### src/hw/rtl/ctime_date_line_to_epoch_top_macros.svh
// Assertion macros shared by the date-line to epoch RTL.
// Included by files that carry concurrent assertions; depends on nothing.
`ifndef CTIME_DATE_LINE_TO_EPOCH_TOP_MACROS_SVH
`define CTIME_DATE_LINE_TO_EPOCH_TOP_MACROS_SVH

// same-cycle implication, disabled during reset
`define CDTE_ASSERT_NOW(label, clk, rst_n, ante, cons, msg) \
    label: assert property (@(posedge clk) disable iff (!rst_n) (ante) |-> (cons)) \
        else $error(msg);

// next-cycle implication, disabled during reset
`define CDTE_ASSERT_NEXT(label, clk, rst_n, ante, cons, msg) \
    label: assert property (@(posedge clk) disable iff (!rst_n) (ante) |=> (cons)) \
        else $error(msg);

`endif

### src/hw/rtl/cdte_pkg.sv
// Shared types, constants and lookup functions for the date-line to epoch block.
// Used by the interfaces, the front parser, the queue, the back calculator and the top.
`default_nettype none

package cdte_pkg;

    localparam int CHAR_W  = 8;
    localparam int ACC_W   = 17;
    localparam int YEAR_W  = 14;
    localparam int MONTH_W = 4;
    localparam int DAY_W   = 5;
    localparam int HOUR_W  = 5;
    localparam int MIN_W   = 6;
    localparam int SEC_W   = 6;
    localparam int ZONE_W  = 17;
    localparam int EPOCH_W = 39;
    localparam int HMS_W   = 17;
    localparam int DOY_W   = 9;

    localparam int DEFAULT_MAX_YEAR    = 9999;
    localparam int DEFAULT_QUEUE_DEPTH = 2;
    localparam int YEAR_MIN            = 1970;

    // floor(y / 100) = (y * DIV100_MUL) >> DIV100_SHIFT, exact below 43690
    localparam int DIV100_MUL      = 10486;
    localparam int DIV100_SHIFT    = 20;
    localparam int EPOCH_DAY_SHIFT = 719468;
    localparam int SECS_PER_DAY    = 86400;
    localparam int SECS_PER_HOUR   = 3600;
    localparam int SECS_PER_MIN    = 60;
    localparam int DAYS_PER_YEAR   = 365;

    localparam logic [CHAR_W-1:0] CH_NUL   = 8'h00;
    localparam logic [CHAR_W-1:0] CH_TAB   = 8'h09;
    localparam logic [CHAR_W-1:0] CH_CR    = 8'h0D;
    localparam logic [CHAR_W-1:0] CH_SPACE = 8'h20;
    localparam logic [CHAR_W-1:0] CH_PLUS  = 8'h2B;
    localparam logic [CHAR_W-1:0] CH_MINUS = 8'h2D;
    localparam logic [CHAR_W-1:0] CH_ZERO  = 8'h30;
    localparam logic [CHAR_W-1:0] CH_NINE  = 8'h39;

    localparam logic [11:0][23:0] MONTH_NAMES = {
        "Dec", "Nov", "Oct", "Sep", "Aug", "Jul",
        "Jun", "May", "Apr", "Mar", "Feb", "Jan"
    };

    typedef struct packed {
        logic                ok;
        logic [YEAR_W-1:0]   year;
        logic [MONTH_W-1:0]  month;
        logic [DAY_W-1:0]    day;
        logic [HOUR_W-1:0]   hour;
        logic [MIN_W-1:0]    minute;
        logic [SEC_W-1:0]    second;
    } date_rec_t;

    typedef struct packed {
        logic      push;
        date_rec_t rec;
    } q_wr_t;

    typedef struct packed {
        logic      valid;
        date_rec_t rec;
    } q_rd_t;

    // months whose name has character c at position pos (position 3 is the space)
    function automatic logic [11:0] month_match(logic [2:0] pos, logic [CHAR_W-1:0] c);
        logic [11:0]       hit;
        logic [CHAR_W-1:0] want;
        hit = '0;
        for (int i = 0; i < 12; i++)
        begin
            case (pos)
                3'd0:    want = MONTH_NAMES[i][23:16];
                3'd1:    want = MONTH_NAMES[i][15:8];
                3'd2:    want = MONTH_NAMES[i][7:0];
                default: want = CH_SPACE;
            endcase
            hit[i] = (c == want);
        end
        return hit;
    endfunction

    // day offset of a month in a March-based year
    function automatic logic [DOY_W-1:0] month_start_day(logic [MONTH_W-1:0] mp);
        logic [DOY_W-1:0] d;
        case (mp)
            4'd0:    d = 9'd0;
            4'd1:    d = 9'd31;
            4'd2:    d = 9'd61;
            4'd3:    d = 9'd92;
            4'd4:    d = 9'd122;
            4'd5:    d = 9'd153;
            4'd6:    d = 9'd184;
            4'd7:    d = 9'd214;
            4'd8:    d = 9'd245;
            4'd9:    d = 9'd275;
            4'd10:   d = 9'd306;
            4'd11:   d = 9'd337;
            default: d = 9'd0;
        endcase
        return d;
    endfunction

endpackage

`default_nettype wire

### src/hw/rtl/cdte_char_if.sv
// Character channel: one byte of the line per transfer.
// Depends on cdte_pkg for the field width.
`default_nettype none

interface cdte_char_if;
    logic                         valid;
    logic                         ready;
    logic [cdte_pkg::CHAR_W-1:0]  char_code;
    logic                         end_of_line;

    modport source (output valid, char_code, end_of_line, input ready);
    modport sink   (input valid, char_code, end_of_line, output ready);
endinterface

`default_nettype wire

### src/hw/rtl/cdte_date_if.sv
// Result channel: one converted date per transfer.
// Depends on cdte_pkg for the field width.
`default_nettype none

interface cdte_date_if;
    logic                                valid;
    logic                                ready;
    logic                                date_valid;
    logic signed [cdte_pkg::EPOCH_W-1:0] epoch_seconds;

    modport source (output valid, date_valid, epoch_seconds, input ready);
    modport sink   (input valid, date_valid, epoch_seconds, output ready);
endinterface

`default_nettype wire

### src/hw/rtl/cdte_front.sv
// Front parser: takes line characters, tracks the date fields, emits one record per line.
// Depends on cdte_pkg, cdte_char_if and the assertion macro header.
`default_nettype none
`include "ctime_date_line_to_epoch_top_macros.svh"

module cdte_front #(
    parameter int MAX_YEAR = cdte_pkg::DEFAULT_MAX_YEAR
) (
    input  wire logic            clk,
    input  wire logic            rst_n,
    cdte_char_if.sink            chars,
    input  wire logic            q_full,
    output cdte_pkg::q_wr_t      q_wr
);

    localparam int ACC_W = cdte_pkg::ACC_W;
    localparam logic [ACC_W-1:0] ACC_SAT  = ACC_W'(MAX_YEAR + 1);
    localparam logic [ACC_W-1:0] YEAR_LO  = ACC_W'(cdte_pkg::YEAR_MIN);
    localparam logic [ACC_W-1:0] YEAR_HI  = ACC_W'(MAX_YEAR);
    localparam logic [ACC_W-1:0] DAY_LO   = ACC_W'(1);
    localparam logic [ACC_W-1:0] DAY_HI   = ACC_W'(31);
    localparam logic [ACC_W-1:0] ZERO_LO  = ACC_W'(0);
    localparam logic [ACC_W-1:0] HOUR_HI  = ACC_W'(23);
    localparam logic [ACC_W-1:0] MINSEC_HI = ACC_W'(59);

    typedef enum logic [3:0] {
        PH_FIRST_SPACE,
        PH_SECOND_SPACE,
        PH_LEAD_SPACES,
        PH_WEEKDAY,
        PH_MONTH,
        PH_DAY,
        PH_HOUR,
        PH_MINUTE,
        PH_SECOND,
        PH_YEAR
    } phase_t;

    typedef struct packed {
        logic             started;
        logic             neg;
        logic             stop;
        logic [ACC_W-1:0] acc;
    } num_t;

    function automatic num_t feed(num_t n, logic [cdte_pkg::CHAR_W-1:0] c);
        num_t       r;
        logic       ws;
        logic [ACC_W-1:0] sum;
        r   = n;
        ws  = (c inside {cdte_pkg::CH_SPACE, [cdte_pkg::CH_TAB:cdte_pkg::CH_CR]});
        sum = n.acc * ACC_W'(10) + ACC_W'(c - cdte_pkg::CH_ZERO);
        if (!n.stop)
        begin
            if (c inside {[cdte_pkg::CH_ZERO:cdte_pkg::CH_NINE]})
            begin
                r.started = 1'b1;
                r.acc     = (sum > ACC_SAT) ? ACC_SAT : sum;
            end
            else if (!n.started && ws)
            begin
                r = n;
            end
            else if (!n.started && (c == cdte_pkg::CH_PLUS || c == cdte_pkg::CH_MINUS))
            begin
                r.started = 1'b1;
                r.neg     = (c == cdte_pkg::CH_MINUS);
            end
            else
            begin
                r.stop = 1'b1;
            end
        end
        return r;
    endfunction

    function automatic logic take_fail(num_t n, logic [ACC_W-1:0] lo, logic [ACC_W-1:0] hi);
        return (n.neg && n.acc != '0) || n.acc < lo || n.acc > hi;
    endfunction

    phase_t                          phase_reg, phase_next;
    logic [2:0]                      cnt_reg, cnt_next;
    num_t                            num_reg, num_next, num_fed;
    logic [11:0]                     mask_reg, mask_next, mask_upd;
    logic [cdte_pkg::MONTH_W-1:0]    month_reg, month_next, first_month;
    logic [cdte_pkg::DAY_W-1:0]      day_reg, day_next;
    logic [cdte_pkg::HOUR_W-1:0]     hour_reg, hour_next;
    logic [cdte_pkg::MIN_W-1:0]      minute_reg, minute_next;
    logic [cdte_pkg::SEC_W-1:0]      second_reg, second_next;
    logic                            failed_reg, failed_next;
    logic                            in_fire;
    logic [cdte_pkg::CHAR_W-1:0]     c;

    assign chars.ready = !q_full;
    assign in_fire     = chars.valid && chars.ready;
    assign c           = chars.char_code;

    always_comb
    begin
        num_fed     = feed(num_reg, c);
        mask_upd    = mask_reg & cdte_pkg::month_match(cnt_reg, c);
        first_month = '0;
        for (int i = 11; i >= 0; i--)
        begin
            if (mask_upd[i])
            begin
                first_month = cdte_pkg::MONTH_W'(i);
            end
        end

        phase_next  = phase_reg;
        cnt_next    = cnt_reg;
        num_next    = num_reg;
        mask_next   = mask_reg;
        month_next  = month_reg;
        day_next    = day_reg;
        hour_next   = hour_reg;
        minute_next = minute_reg;
        second_next = second_reg;
        failed_next = failed_reg;
        q_wr        = '0;

        if (in_fire)
        begin
            if (!failed_reg)
            begin
                if (c == cdte_pkg::CH_NUL && phase_reg != PH_YEAR)
                begin
                    failed_next = 1'b1;
                end
                else
                begin
                    case (phase_reg)
                        PH_FIRST_SPACE:
                        begin
                            if (c == cdte_pkg::CH_SPACE)
                                phase_next = PH_SECOND_SPACE;
                        end
                        PH_SECOND_SPACE:
                        begin
                            if (c == cdte_pkg::CH_SPACE)
                                phase_next = PH_LEAD_SPACES;
                        end
                        PH_LEAD_SPACES:
                        begin
                            if (c != cdte_pkg::CH_SPACE)
                            begin
                                phase_next = PH_WEEKDAY;
                                cnt_next   = 3'd1;
                            end
                        end
                        PH_WEEKDAY:
                        begin
                            if (cnt_reg == 3'd3)
                            begin
                                phase_next = PH_MONTH;
                                cnt_next   = 3'd0;
                                mask_next  = '1;
                            end
                            else
                            begin
                                cnt_next = cnt_reg + 3'd1;
                            end
                        end
                        PH_MONTH:
                        begin
                            mask_next = mask_upd;
                            if (cnt_reg == 3'd3)
                            begin
                                if (mask_upd == '0)
                                begin
                                    failed_next = 1'b1;
                                end
                                else
                                begin
                                    month_next = first_month;
                                    phase_next = PH_DAY;
                                    cnt_next   = 3'd0;
                                    num_next   = '0;
                                end
                            end
                            else
                            begin
                                cnt_next = cnt_reg + 3'd1;
                            end
                        end
                        PH_DAY, PH_HOUR, PH_MINUTE, PH_SECOND:
                        begin
                            if (cnt_reg == 3'd2)
                            begin
                                case (phase_reg)
                                    PH_DAY:
                                    begin
                                        failed_next = take_fail(num_fed, DAY_LO, DAY_HI);
                                        day_next    = cdte_pkg::DAY_W'(num_fed.acc);
                                        phase_next  = PH_HOUR;
                                    end
                                    PH_HOUR:
                                    begin
                                        failed_next = take_fail(num_fed, ZERO_LO, HOUR_HI);
                                        hour_next   = cdte_pkg::HOUR_W'(num_fed.acc);
                                        phase_next  = PH_MINUTE;
                                    end
                                    PH_MINUTE:
                                    begin
                                        failed_next = take_fail(num_fed, ZERO_LO, MINSEC_HI);
                                        minute_next = cdte_pkg::MIN_W'(num_fed.acc);
                                        phase_next  = PH_SECOND;
                                    end
                                    default:
                                    begin
                                        failed_next = take_fail(num_fed, ZERO_LO, MINSEC_HI);
                                        second_next = cdte_pkg::SEC_W'(num_fed.acc);
                                        phase_next  = PH_YEAR;
                                    end
                                endcase
                                cnt_next = 3'd0;
                                num_next = '0;
                            end
                            else
                            begin
                                num_next = num_fed;
                                cnt_next = cnt_reg + 3'd1;
                            end
                        end
                        default:
                        begin
                            num_next = num_fed;
                        end
                    endcase
                end
            end

            if (chars.end_of_line)
            begin
                q_wr.push       = 1'b1;
                q_wr.rec.ok     = !failed_next && phase_next == PH_YEAR &&
                                  !take_fail(num_next, YEAR_LO, YEAR_HI);
                q_wr.rec.year   = cdte_pkg::YEAR_W'(num_next.acc);
                q_wr.rec.month  = month_next;
                q_wr.rec.day    = day_next;
                q_wr.rec.hour   = hour_next;
                q_wr.rec.minute = minute_next;
                q_wr.rec.second = second_next;

                phase_next  = PH_FIRST_SPACE;
                cnt_next    = '0;
                num_next    = '0;
                mask_next   = '0;
                month_next  = '0;
                day_next    = '0;
                hour_next   = '0;
                minute_next = '0;
                second_next = '0;
                failed_next = 1'b0;
            end
        end
    end

    always_ff @(posedge clk or negedge rst_n)
    begin
        if (!rst_n)
        begin
            phase_reg  <= PH_FIRST_SPACE;
            cnt_reg    <= '0;
            num_reg    <= '0;
            mask_reg   <= '0;
            month_reg  <= '0;
            day_reg    <= '0;
            hour_reg   <= '0;
            minute_reg <= '0;
            second_reg <= '0;
            failed_reg <= 1'b0;
        end
        else
        begin
            phase_reg  <= phase_next;
            cnt_reg    <= cnt_next;
            num_reg    <= num_next;
            mask_reg   <= mask_next;
            month_reg  <= month_next;
            day_reg    <= day_next;
            hour_reg   <= hour_next;
            minute_reg <= minute_next;
            second_reg <= second_next;
            failed_reg <= failed_next;
        end
    end

    `CDTE_ASSERT_NOW(a_acc_saturated, clk, rst_n, 1'b1, num_reg.acc <= ACC_SAT,
        "number accumulator above saturation value")
    `CDTE_ASSERT_NEXT(a_line_cleared, clk, rst_n, in_fire && chars.end_of_line,
        phase_reg == PH_FIRST_SPACE && !failed_reg && num_reg == '0,
        "line state not cleared after end of line")

endmodule

`default_nettype wire

### src/hw/rtl/cdte_queue.sv
// Short record queue between the front parser and the back calculator.
// Depends on cdte_pkg and the assertion macro header.
`default_nettype none
`include "ctime_date_line_to_epoch_top_macros.svh"

module cdte_queue #(
    parameter int DEPTH = cdte_pkg::DEFAULT_QUEUE_DEPTH
) (
    input  wire logic            clk,
    input  wire logic            rst_n,
    input  cdte_pkg::q_wr_t      q_wr,
    output logic                 q_full,
    output cdte_pkg::q_rd_t      q_rd,
    input  wire logic            q_pop
);

    localparam int PTR_W = (DEPTH > 1) ? $clog2(DEPTH) : 1;
    localparam int CNT_W = $clog2(DEPTH + 1);
    localparam logic [PTR_W-1:0] PTR_LAST = PTR_W'(DEPTH - 1);
    localparam logic [CNT_W-1:0] CNT_FULL = CNT_W'(DEPTH);

    cdte_pkg::date_rec_t   entry_reg [DEPTH];
    logic [PTR_W-1:0]      wr_ptr_reg, wr_ptr_next;
    logic [PTR_W-1:0]      rd_ptr_reg, rd_ptr_next;
    logic [CNT_W-1:0]      count_reg, count_next;
    logic                  do_push, do_pop;

    assign q_full    = (count_reg == CNT_FULL);
    assign q_rd.valid = (count_reg != '0);
    assign q_rd.rec   = entry_reg[rd_ptr_reg];
    assign do_push   = q_wr.push && !q_full;
    assign do_pop    = q_pop && q_rd.valid;

    always_comb
    begin
        wr_ptr_next = wr_ptr_reg;
        rd_ptr_next = rd_ptr_reg;
        count_next  = count_reg;
        if (do_push)
            wr_ptr_next = (wr_ptr_reg == PTR_LAST) ? '0 : wr_ptr_reg + PTR_W'(1);
        if (do_pop)
            rd_ptr_next = (rd_ptr_reg == PTR_LAST) ? '0 : rd_ptr_reg + PTR_W'(1);
        if (do_push && !do_pop)
            count_next = count_reg + CNT_W'(1);
        else if (do_pop && !do_push)
            count_next = count_reg - CNT_W'(1);
    end

    always_ff @(posedge clk)
    begin
        if (do_push)
            entry_reg[wr_ptr_reg] <= q_wr.rec;
    end

    always_ff @(posedge clk or negedge rst_n)
    begin
        if (!rst_n)
        begin
            wr_ptr_reg <= '0;
            rd_ptr_reg <= '0;
            count_reg  <= '0;
        end
        else
        begin
            wr_ptr_reg <= wr_ptr_next;
            rd_ptr_reg <= rd_ptr_next;
            count_reg  <= count_next;
        end
    end

    `CDTE_ASSERT_NOW(a_no_overflow, clk, rst_n, q_wr.push, !q_full,
        "record pushed into a full queue")
    `CDTE_ASSERT_NOW(a_no_underflow, clk, rst_n, q_pop, q_rd.valid,
        "record popped from an empty queue")

endmodule

`default_nettype wire

### src/hw/rtl/cdte_back.sv
// Back calculator: turns a parsed date record into epoch seconds over several steps.
// Depends on cdte_pkg, cdte_date_if and the assertion macro header.
`default_nettype none
`include "ctime_date_line_to_epoch_top_macros.svh"

module cdte_back (
    input  wire logic                               clk,
    input  wire logic                               rst_n,
    input  cdte_pkg::q_rd_t                         q_rd,
    output logic                                    q_pop,
    input  wire logic signed [cdte_pkg::ZONE_W-1:0] zone,
    cdte_date_if.source                             dates
);

    localparam int YEAR_W = cdte_pkg::YEAR_W;
    localparam int DAYS_W = 22;
    localparam int PROD_W = 38;
    localparam int SUM_W  = cdte_pkg::EPOCH_W + 1;

    typedef enum logic [2:0] {
        ST_IDLE,
        ST_DIV,
        ST_DAYS,
        ST_SCALE,
        ST_SUM
    } state_t;

    state_t                          state_reg;
    logic                            ok_reg;
    logic [YEAR_W-1:0]               yy_reg;
    logic [cdte_pkg::DOY_W-1:0]      doy_reg;
    logic [cdte_pkg::HMS_W-1:0]      hms_reg;
    logic [6:0]                      q100_reg;
    logic [DAYS_W-1:0]               d365_reg;
    logic [DAYS_W-1:0]               days_reg;
    logic [PROD_W-1:0]               prod_reg;
    logic                            out_valid_reg;
    logic                            date_valid_reg;
    logic signed [cdte_pkg::EPOCH_W-1:0] epoch_reg;

    logic [cdte_pkg::MONTH_W-1:0]    mp;
    logic [27:0]                     div_prod;
    logic [DAYS_W:0]                 day_sum;
    logic signed [SUM_W-1:0]         sec_sum;
    logic                            out_free;

    assign q_pop    = (state_reg == ST_IDLE) && q_rd.valid;
    assign out_free = !out_valid_reg || dates.ready;

    assign dates.valid         = out_valid_reg;
    assign dates.date_valid    = date_valid_reg;
    assign dates.epoch_seconds = epoch_reg;

    always_comb
    begin
        mp = (q_rd.rec.month >= 4'd2) ? q_rd.rec.month - 4'd2 : q_rd.rec.month + 4'd10;
        div_prod = 28'(yy_reg) * 28'(cdte_pkg::DIV100_MUL);
        day_sum  = (DAYS_W + 1)'(d365_reg) + (DAYS_W + 1)'(yy_reg >> 2)
                 + (DAYS_W + 1)'(q100_reg >> 2) - (DAYS_W + 1)'(q100_reg)
                 - (DAYS_W + 1)'(cdte_pkg::EPOCH_DAY_SHIFT);
        sec_sum  = $signed({2'b00, prod_reg}) + $signed(SUM_W'(hms_reg))
                 - SUM_W'(zone);
    end

    always_ff @(posedge clk or negedge rst_n)
    begin
        if (!rst_n)
        begin
            state_reg      <= ST_IDLE;
            out_valid_reg  <= 1'b0;
            date_valid_reg <= 1'b0;
            epoch_reg      <= '0;
            ok_reg         <= 1'b0;
            yy_reg         <= '0;
            doy_reg        <= '0;
            hms_reg        <= '0;
            q100_reg       <= '0;
            d365_reg       <= '0;
            days_reg       <= '0;
            prod_reg       <= '0;
        end
        else
        begin
            if (out_valid_reg && dates.ready)
                out_valid_reg <= 1'b0;
            case (state_reg)
                ST_IDLE:
                begin
                    if (q_rd.valid)
                    begin
                        ok_reg  <= q_rd.rec.ok;
                        yy_reg  <= (q_rd.rec.month <= 4'd1) ? q_rd.rec.year - YEAR_W'(1)
                                                            : q_rd.rec.year;
                        doy_reg <= cdte_pkg::month_start_day(mp)
                                 + cdte_pkg::DOY_W'(q_rd.rec.day) - cdte_pkg::DOY_W'(1);
                        hms_reg <= cdte_pkg::HMS_W'(q_rd.rec.hour)
                                     * cdte_pkg::HMS_W'(cdte_pkg::SECS_PER_HOUR)
                                 + cdte_pkg::HMS_W'(q_rd.rec.minute)
                                     * cdte_pkg::HMS_W'(cdte_pkg::SECS_PER_MIN)
                                 + cdte_pkg::HMS_W'(q_rd.rec.second);
                        state_reg <= ST_DIV;
                    end
                end
                ST_DIV:
                begin
                    q100_reg  <= 7'(div_prod >> cdte_pkg::DIV100_SHIFT);
                    d365_reg  <= DAYS_W'(yy_reg) * DAYS_W'(cdte_pkg::DAYS_PER_YEAR)
                               + DAYS_W'(doy_reg);
                    state_reg <= ST_DAYS;
                end
                ST_DAYS:
                begin
                    days_reg  <= DAYS_W'(day_sum);
                    state_reg <= ST_SCALE;
                end
                ST_SCALE:
                begin
                    prod_reg  <= PROD_W'(days_reg) * PROD_W'(cdte_pkg::SECS_PER_DAY);
                    state_reg <= ST_SUM;
                end
                ST_SUM:
                begin
                    if (out_free)
                    begin
                        out_valid_reg  <= 1'b1;
                        date_valid_reg <= ok_reg;
                        epoch_reg      <= ok_reg ? cdte_pkg::EPOCH_W'(sec_sum) : '0;
                        state_reg      <= ST_IDLE;
                    end
                end
                default:
                begin
                    state_reg <= ST_IDLE;
                end
            endcase
        end
    end

    `CDTE_ASSERT_NOW(a_invalid_is_zero, clk, rst_n, out_valid_reg && !date_valid_reg,
        epoch_reg == '0, "invalid result carries nonzero seconds")
    `CDTE_ASSERT_NEXT(a_result_held, clk, rst_n,
        state_reg == ST_SUM && out_valid_reg && !dates.ready,
        state_reg == ST_SUM, "finished result overwrote a pending one")

endmodule

`default_nettype wire

### src/hw/rtl/ctime_date_line_to_epoch_top.sv
// Date-line to epoch converter, top level.
// Channels: chars (one byte of a mail From line per transfer, end_of_line on the
//   last byte) and dates (one result per line: date_valid and epoch_seconds).
// Configuration: cfg_wr_en/cfg_wr_data write the signed zone offset in seconds,
//   subtracted from every valid result; write it only while no line is in flight.
// Throughput: one character per cycle while the record queue is not full, set by the
//   front parser; the back calculator takes each line through its steps (divide
//   step, day sum, scale by seconds per day, final sum) before it pops the next record.
// Result path: the last byte's record is written into the queue, popped by the idle
//   back calculator, taken through its steps and registered on dates once output is free.
// A record queue of QUEUE_DEPTH entries (two by default) parts the parser from the
//   calculator; when dates stalls, the finished result holds, the calculator waits,
//   and chars keeps transferring until the queue fills, then ready drops.
// Reset clears the parse state, the queue, the output and the zone offset (0).
// Depends on cdte_pkg, the channel interfaces, cdte_front, cdte_queue, cdte_back.
`default_nettype none

module ctime_date_line_to_epoch_top #(
    parameter int MAX_YEAR    = cdte_pkg::DEFAULT_MAX_YEAR,
    parameter int QUEUE_DEPTH = cdte_pkg::DEFAULT_QUEUE_DEPTH
) (
    input  wire logic                               clk,
    input  wire logic                               rst_n,
    cdte_char_if.sink                               chars,
    cdte_date_if.source                             dates,
    input  wire logic                               cfg_wr_en,
    input  wire logic signed [cdte_pkg::ZONE_W-1:0] cfg_wr_data
);

    logic signed [cdte_pkg::ZONE_W-1:0] zone_reg;
    cdte_pkg::q_wr_t                    q_wr;
    cdte_pkg::q_rd_t                    q_rd;
    logic                               q_full;
    logic                               q_pop;

    always_ff @(posedge clk or negedge rst_n)
    begin
        if (!rst_n)
            zone_reg <= '0;
        else if (cfg_wr_en)
            zone_reg <= cfg_wr_data;
    end

    cdte_front #(
        .MAX_YEAR (MAX_YEAR)
    ) u_front (
        .clk    (clk),
        .rst_n  (rst_n),
        .chars  (chars),
        .q_full (q_full),
        .q_wr   (q_wr)
    );

    cdte_queue #(
        .DEPTH (QUEUE_DEPTH)
    ) u_queue (
        .clk    (clk),
        .rst_n  (rst_n),
        .q_wr   (q_wr),
        .q_full (q_full),
        .q_rd   (q_rd),
        .q_pop  (q_pop)
    );

    cdte_back u_back (
        .clk   (clk),
        .rst_n (rst_n),
        .q_rd  (q_rd),
        .q_pop (q_pop),
        .zone  (zone_reg),
        .dates (dates)
    );

endmodule

`default_nettype wire

### src/flat_wrapper.sv
// flat-port wrapper written by rule: the top's interface ports become plain ports
module ctime_date_line_to_epoch_top_flat 
#(
    parameter int MAX_YEAR    = cdte_pkg::DEFAULT_MAX_YEAR,
    parameter int QUEUE_DEPTH = cdte_pkg::DEFAULT_QUEUE_DEPTH
)
  (clk, rst_n, cfg_wr_en, cfg_wr_data, chars_valid, chars_char_code, chars_end_of_line, chars_ready, dates_valid, dates_date_valid, dates_epoch_seconds, dates_ready);
  cdte_char_if chars_i ();
  cdte_date_if dates_i ();
  input  wire logic clk;
  input  wire logic rst_n;
  input  wire logic cfg_wr_en;
  input  wire logic signed [cdte_pkg::ZONE_W-1:0] cfg_wr_data;
  input wire logic [$bits(chars_i.valid)-1:0] chars_valid;
  input wire logic [$bits(chars_i.char_code)-1:0] chars_char_code;
  input wire logic [$bits(chars_i.end_of_line)-1:0] chars_end_of_line;
  output wire logic [$bits(chars_i.ready)-1:0] chars_ready;
  output wire logic [$bits(dates_i.valid)-1:0] dates_valid;
  output wire logic [$bits(dates_i.date_valid)-1:0] dates_date_valid;
  output wire logic [$bits(dates_i.epoch_seconds)-1:0] dates_epoch_seconds;
  input wire logic [$bits(dates_i.ready)-1:0] dates_ready;
  assign chars_i.valid = chars_valid;
  assign chars_i.char_code = chars_char_code;
  assign chars_i.end_of_line = chars_end_of_line;
  assign chars_ready = chars_i.ready;
  assign dates_valid = dates_i.valid;
  assign dates_date_valid = dates_i.date_valid;
  assign dates_epoch_seconds = dates_i.epoch_seconds;
  assign dates_i.ready = dates_ready;
  ctime_date_line_to_epoch_top #(.MAX_YEAR(MAX_YEAR), .QUEUE_DEPTH(QUEUE_DEPTH)) u_core (.clk(clk), .rst_n(rst_n), .chars(chars_i), .dates(dates_i), .cfg_wr_en(cfg_wr_en), .cfg_wr_data(cfg_wr_data));
endmodule
### config.mk
export PLATFORM = sky130hd
export DESIGN_NAME = ctime_date_line_to_epoch_top_flat
export DESIGN_NICKNAME = d
export VERILOG_FILES = /design/src/hw/rtl/cdte_pkg.sv /design/src/hw/rtl/cdte_char_if.sv /design/src/hw/rtl/cdte_date_if.sv /design/src/hw/rtl/cdte_front.sv /design/src/hw/rtl/cdte_queue.sv /design/src/hw/rtl/cdte_back.sv /design/src/hw/rtl/ctime_date_line_to_epoch_top.sv /design/src/flat_wrapper.sv
export VERILOG_INCLUDE_DIRS = /design/src /design/src/hw/rtl
export SDC_FILE = /design/constraint.sdc
export NUM_CORES = 2
export LEC_CHECK = 0
export ABC_AREA = 1
export BUFFER_PORTS_ARGS = -buffer_cell sky130_fd_sc_hd__buf_2
export CAP_MARGIN = 20
export CORE_ASPECT_RATIO = 2
export CORE_MARGIN = 2
export CORE_UTILIZATION = 40
export CTS_CLUSTER_DIAMETER = 200
export DETAILED_ROUTE_END_ITERATION = 8
export MAX_ROUTING_LAYER = met4
export PLACE_DENSITY = 0.64
export SETUP_SLACK_MARGIN = 0.5
export SLEW_MARGIN = 20
export SYNTH_ARGS = -nofsm -noshare
export SYNTH_HDL_FRONTEND = slang
export SYNTH_SLANG_ARGS = --single-unit
export TNS_END_PERCENT = 5
### constraint.sdc
create_clock -name clk -period 12.8 [get_ports clk]
set_input_delay 2.56 -clock clk [delete_from_list [all_inputs] [get_ports clk]]
set_output_delay 2.56 -clock clk [all_outputs]
set_load 0.02 [all_outputs]
======== Yosys cells after proc, flatten, opt, wreduce, memory -nomap -nowiden ========
Memories as Yosys holds them, arrays and structs flattened.
Cells that the tools add are included.
cells by class
  div/mod/pow operators ................... 0
  eq/ne operators ......................... 46
  muxes and demuxes ....................... 125
  multipliers ............................. 6
  reduce and logical (&&, ||, !) cells .... 53
  shift operators ......................... 0
  add/subtract/negate cells ............... 21
  bitwise operators ....................... 1
  magnitude comparators ................... 14
operator list
  operator                                                                count
  7-bit one-hot mux with 3 select lines                                   12
  20-bit two-way mux                                                      8
  4-bit two-way mux                                                       30
  8-bit == test                                                           12
  42-bit two-way mux                                                      2
  6-bit two-way mux                                                       12
  5-bit two-way mux                                                       12
  20-bit one-hot mux with 3 select lines                                  1
  12-bit two-way mux                                                      4
  38-bit by 17-bit adder with 39-bit output                               1
  39-bit two-way mux                                                      1
  39-bit by 17-bit subtractor with 39-bit output                          1
  17-bit by 14-bit > comparator with 1-bit output, second input constant  2
  17-bit by 5-bit > comparator with 1-bit output, second input constant   2
  17-bit by 1-bit < comparator with 1-bit output, second input constant   2
  17-bit two-way mux                                                      2
  17-bit nonzero test                                                     2
  3-bit two-way mux                                                       11
  22-bit by 10-bit multiplier with 31-bit output, second input constant   1
  14-bit by 13-bit multiplier with 26-bit output, second input constant   1
  8-bit by 6-bit == test with 1-bit output, second input constant         3
  12-bit one-hot mux with 2 select lines                                  1
  4-bit one-hot mux with 6 select lines                                   1
  22-bit by 12-bit adder with 22-bit output                               1
  other kinds (65)                                                        141
word-level totals
  output and inout bits ................... 42
  word-level logic and storage cells ...... 297
  flip-flop bits (word level) ............. 254
  RAM bits ................................ 82
  memory bits (read-only) ................. 144
  latch bits .............................. 0
  memories ................................ 2
memory list
  name                      words  width  read ports  clocked after Yosys merged registers in  write ports  RTL line          source
  (no name shown)           16     9      1           0                                        0            cdte_pkg.sv:88    case (mp)
  u_core.u_queue.entry_reg  2      41     1           0                                        1            cdte_queue.sv:22  cdte_pkg::date_rec_t entry_reg [DEPTH];

======== Depth between registers and ports, before layout ========
  word-level depth ........................ 28
  mapped depth ............................ 39
  mapped depth without buffers ............ 38

======== Modules after synthesis ========
From an unflattened synthesis, not the netlist that was laid out.
second synthesis, totals
  cell total of the unflattened synthesis .. 4887
  area, all modules ....................... 35679.2 µm²
by module, submodules not included
  module                        times used  area an instance (µm²)  cells an instance
  cdte_back                     1           24693.7                 3366
  cdte_front                    1           7049.3                  1203
  cdte_queue                    1           3255.6                  246
  ctime_date_line_to_epoch_top  1           680.7                   72

======== Worst setup path after synthesis ========
Ideal clock, no wire load.
  path type ............................... input to register
  from .................................... in chars_char_code[7]
  to ...................................... mem u_core.u_queue.entry_reg[0][40] (netlist name) (data pin)
  data arrival time ....................... 5.384 ns
  library setup time ...................... 0.256 ns
  data required time ...................... 12.544 ns
  cell stages on the path ................. 28
  slack ................................... 7.161 ns
  cell sequence ........................... nor2_1 -> inv_1 -> nor3_1 -> o21ai_0 -> ha_1 -> nand2_1 -> inv_1 -> nand2_1 -> or2_2 -> nand3_1 -> nand2_1 -> nand2_1 -> nand3_1 -> nand2_1 -> clkbuf_1 -> nand3_1 -> o21ai_1 -> nand2_1 -> nor2_1 -> nand2_1 -> nand3_1 -> nand2_1 -> nand2_1 -> nand2_1 -> nand2_1 -> nand2_1 -> nand3_1 -> nor2_1
RTL lines
  item             RTL line            source
  start, declared  flat_wrapper.sv:15  input wire logic [$bits(chars_i.char_code)-1:0] chars_char_code;
  end, declared    cdte_queue.sv:22

==> run summary <==
status: finished, final reports clean
Final Wtd Congestion: 0.973
area of combinational cells with multiple inputs: 0.0203 mm2
violation count after the first detailed-route iteration: 1,001
ys async rst share: 75.6%
Worst path top cell family by delay: simple AND/OR/NAND/NOR gates
clock sink total: 336
setup slack of the worst register-to-register path: 6.56 ns
initial cell density of the core: 40.5%
Via Count: 25,300
Slew HR: 25.6%
met1 layer usage reported by global route: 18.2%
Core Area: 0.0793 mm2
GRT Residual Overflow: 0
crit share post-route: 50.3%
worst-margin pin slew: 1.12 ns
row count: 146
count of unique library cells instantiated by Yosys: 63
Crit. End Element: flop
post-route DRC violation count: 0
sum of routed wire length over all layers: 82,300 um
I/O Pins: 73
Post-Synthesis Net Count: 4,563
Achievable Freq: 155 MHz
met3 usage: 1.70%
Die Footprint: 0.0826 mm2
wire per inst: 16.5 um
number of buffers inserted by hold repair at cts: 0
Final #Nets: 4,623
Die Wd: 204 um
layout-stage area growth over the synthesis result: 8.82%
critical path start-end classification: in2reg
global-route wire length before repair: 133,000 um
R2R cell count: 35
WP data required: 13.10 ns
startpoint class of the critical path: input port
final critical-path required period: 6.44 ns
reg-to-reg critical path endpoint: u_core.u_queue.entry_reg[0][40]
vias in the first global route: 26,300
clock tree buffer depth: 3
CP Data Arrival Time: 6.74 ns
number of max-cap violations: 0
slowest cell on the critical path: sky130_fd_sc_hd__a21oi_1
Worst-path clk slew: 0.06 ns
post-detail-place hpwl: 68,500 um
Worst-Skew Late Latency: 0.56 ns
Seq cells post-synth: 336
post-route setup TNS: 0 ns
number of post-CTS setup repair buffers: 0
number of buffers inserted by port buffering: 72
pin count of the biggest net entering global routing: 106
critical path peak fanout: 14
endpoint of the worst hold path: u_core.u_back.dates.epoch_seconds[31]
most instantiated flip-flop cell in the synthesis netlist: sky130_fd_sc_hd__dfrtp_1
Mapped Avg Cell Area: 8.34 um2
vertical extent of the die: 404 um
number of optimization iterations in the first detailed-route pass: 5
start point of the worst min-delay path: u_core.u_back.dates.epoch_seconds[31]
maximum cell stage delay along the critical path: 0.85 ns
setup repair after global routing missed its margin: no
launch point of the worst reg-to-reg path: u_core.u_front.num_reg[3]
antenna violations before repair: 0
Buf/Inv on CP: 2
share of final-layout standard cells stronger than drive strength 1: 5.61%
cells resized by post-CTS repair: 0
total setup violations reported at the end of the flow: 0
Final Instance Count excl. Fillers: 4,972
class of the worst hold path: reg2reg
most prevalent standard cell on the critical path: sky130_fd_sc_hd__nand2_1
count of endpoints failing hold in the final timing report: 0
logic depth of the worst setup path including buffers: 28
antenna cell count: 0
Cells after DPL: 4,904
sequential element share of the synthesized area: 27.5%
Worst Hold Depth: 2
total number of yosys warnings: 0
routing layer with the top usage in global route: met2
number of instances in the synthesized netlist: 3,848
Max Slew Vio Count: 0
total CTS buffers: 37
H-tree levels: 2
Fill cells: 7,962
Netlist Area Pre-Place: 0.0321 mm2
CTS tree: built
per-cell via count in the routed design: 5.08
met2 global-route usage: 42.3%
flip-flop count of the largest register after layout: 82
Max Clock Skew: 0.0324 ns
overall routing resource usage: 20.9%
Root Buffer Master: sky130_fd_sc_hd__clkbuf_16
Post-synth EDFFs: 82
flip-flop and latch area: 0.00882 mm2
antenna viol nets, final: 0
-- layout make-up --
| class | count | share of cell area (%) |
|---|---|---|
| Multi-Input combinational cell | 2712 | 58.1 |
| Sequential cell | 336 | 25.3 |
| Inverter | 731 | 7.87 |
| Tap cell | 1036 | 3.71 |
| Clock buffer | 48 | 2.92 |
| Timing Repair Buffer | 90 | 1.51 |
| Clock inverter | 19 | 0.677 |
-- worst max path at each step --
stage | slack (ns) | start | endpoint
final | 6.36 | chars_char_code[6] | u_core.u_queue.entry_reg[0][40]
after global routing | 5.91 | chars_char_code[6] | u_core.u_queue.entry_reg[0][40]
after CTS | 6.42 | chars_char_code[6] | u_core.u_queue.entry_reg[1][40]
after detailed placement | 5.86 | chars_char_code[6] | u_core.u_queue.entry_reg[0][40]
after global placement | 5.85 | chars_char_code[6] | u_core.u_queue.entry_reg[0][40]
after floorplan | 7.16 | chars_char_code[7] | u_core.u_queue.entry_reg[0][40]
-- routing by layer --
layer / share of wire, % / vias to the layer above
met2: 58 / 427
li1: - / 12500
met3: 2.2 / 247
met4: 6.5 / 0
met5: 0 / -
met1: 33 / 12100
-- kinds of logic (layout without fill, tap and decap cells) --
| family | count (synthesis) | count (layout) | synth area share [%] |
|---|---|---|---|
| flops | 336 | 336 | 27.5 |
| fa+ha+maj | 684 | 684 | 31.3 |
| xor+xnor | 159 | 159 | 4.42 |
| simple gates | 1194 | 1194 | 15.5 |
| buf+inv | 800 | 888 | 9.45 |
| compound gates | 651 | 651 | 11.1 |
| mux | 24 | 24 | 0.788 |
-- stage by stage --
stage	util [%]	worst slack [ns]	area [um2]	hold slack [ns]
after floorplan	-	7.16	32100	0.446
after global placement	42.4	5.85	33600	0.460
after detailed placement	42.4	5.86	33600	0.463
after CTS	44.0	6.42	34900	0.479
after global routing	44.0	5.91	34900	0.497
final	44.0	6.36	34900	0.476
-- cell usage after synthesis (all sizes together) (10+ instances only) --
| master | instances | area [um2] |
|---|---|---|
| dfrtp | 254 | 6360 |
| edfxtp | 82 | 2460 |
| nor3 | 46 | 252 |
| clkbuf | 60 | 225 |
| nand3 | 95 | 505 |
| mux2i | 14 | 140 |
| o21ai | 324 | 1630 |
| nand4 | 25 | 156 |
| o31ai | 16 | 120 |
| mux2 | 10 | 113 |
| a21o | 12 | 90.1 |
| o22ai | 27 | 169 |
| fa | 198 | 3960 |
| nand3b | 13 | 110 |
| xnor2 | 52 | 455 |
| inv | 727 | 2730 |
| nor2 | 251 | 947 |
| nand2 | 737 | 2820 |
| a21oi | 200 | 1000 |
| ha | 486 | 6080 |
| or2 | 21 | 131 |
| a31oi | 18 | 113 |
| xor2 | 107 | 963 |
-- tightest hold or removal path, stage by stage (launching register included) --
cell and delay (ns):
sky130_fd_sc_hd__dfrtp_1 0.34, sky130_fd_sc_hd__nand2_1 0.05, sky130_fd_sc_hd__nand2_1 0.05
-- layout by cell type (no fill, tap or decap), types with 5 or more instances in the layout --
master                         n
sky130_fd_sc_hd__clkbuf_1      7
sky130_fd_sc_hd__o21a_1        7
sky130_fd_sc_hd__o211ai_1      5
sky130_fd_sc_hd__nor2_1      246
sky130_fd_sc_hd__a31oi_1      18
sky130_fd_sc_hd__inv_1       717
sky130_fd_sc_hd__o21bai_1      9
sky130_fd_sc_hd__nand2_1     724
sky130_fd_sc_hd__buf_4        17
sky130_fd_sc_hd__a21oi_1     200
sky130_fd_sc_hd__a211oi_1      5
sky130_fd_sc_hd__nand3_1      92
sky130_fd_sc_hd__buf_2        71
sky130_fd_sc_hd__nand2_2       9
sky130_fd_sc_hd__clkbuf_16    38
sky130_fd_sc_hd__xnor2_1      52
sky130_fd_sc_hd__edfxtp_1     82
sky130_fd_sc_hd__inv_2         9
sky130_fd_sc_hd__a21o_1       12
sky130_fd_sc_hd__or2_2        20
sky130_fd_sc_hd__o22ai_1      27
sky130_fd_sc_hd__fa_1        198
sky130_fd_sc_hd__dfrtp_1     254
sky130_fd_sc_hd__ha_1        486
sky130_fd_sc_hd__nand4_1      25
sky130_fd_sc_hd__clkinvlp_4    6
sky130_fd_sc_hd__a21boi_0      6
sky130_fd_sc_hd__mux2_2       10
sky130_fd_sc_hd__xor2_1      105
sky130_fd_sc_hd__nand3b_1     12
sky130_fd_sc_hd__o21ai_0     308
sky130_fd_sc_hd__nor3_1       40
sky130_fd_sc_hd__mux2i_1      14
sky130_fd_sc_hd__o21ai_1      15
sky130_fd_sc_hd__o31ai_1      16
sky130_fd_sc_hd__nor3_2        5
Power is not shown: default switching activity piles up to over one toggle a cycle in this logic, so the estimate is an artifact.
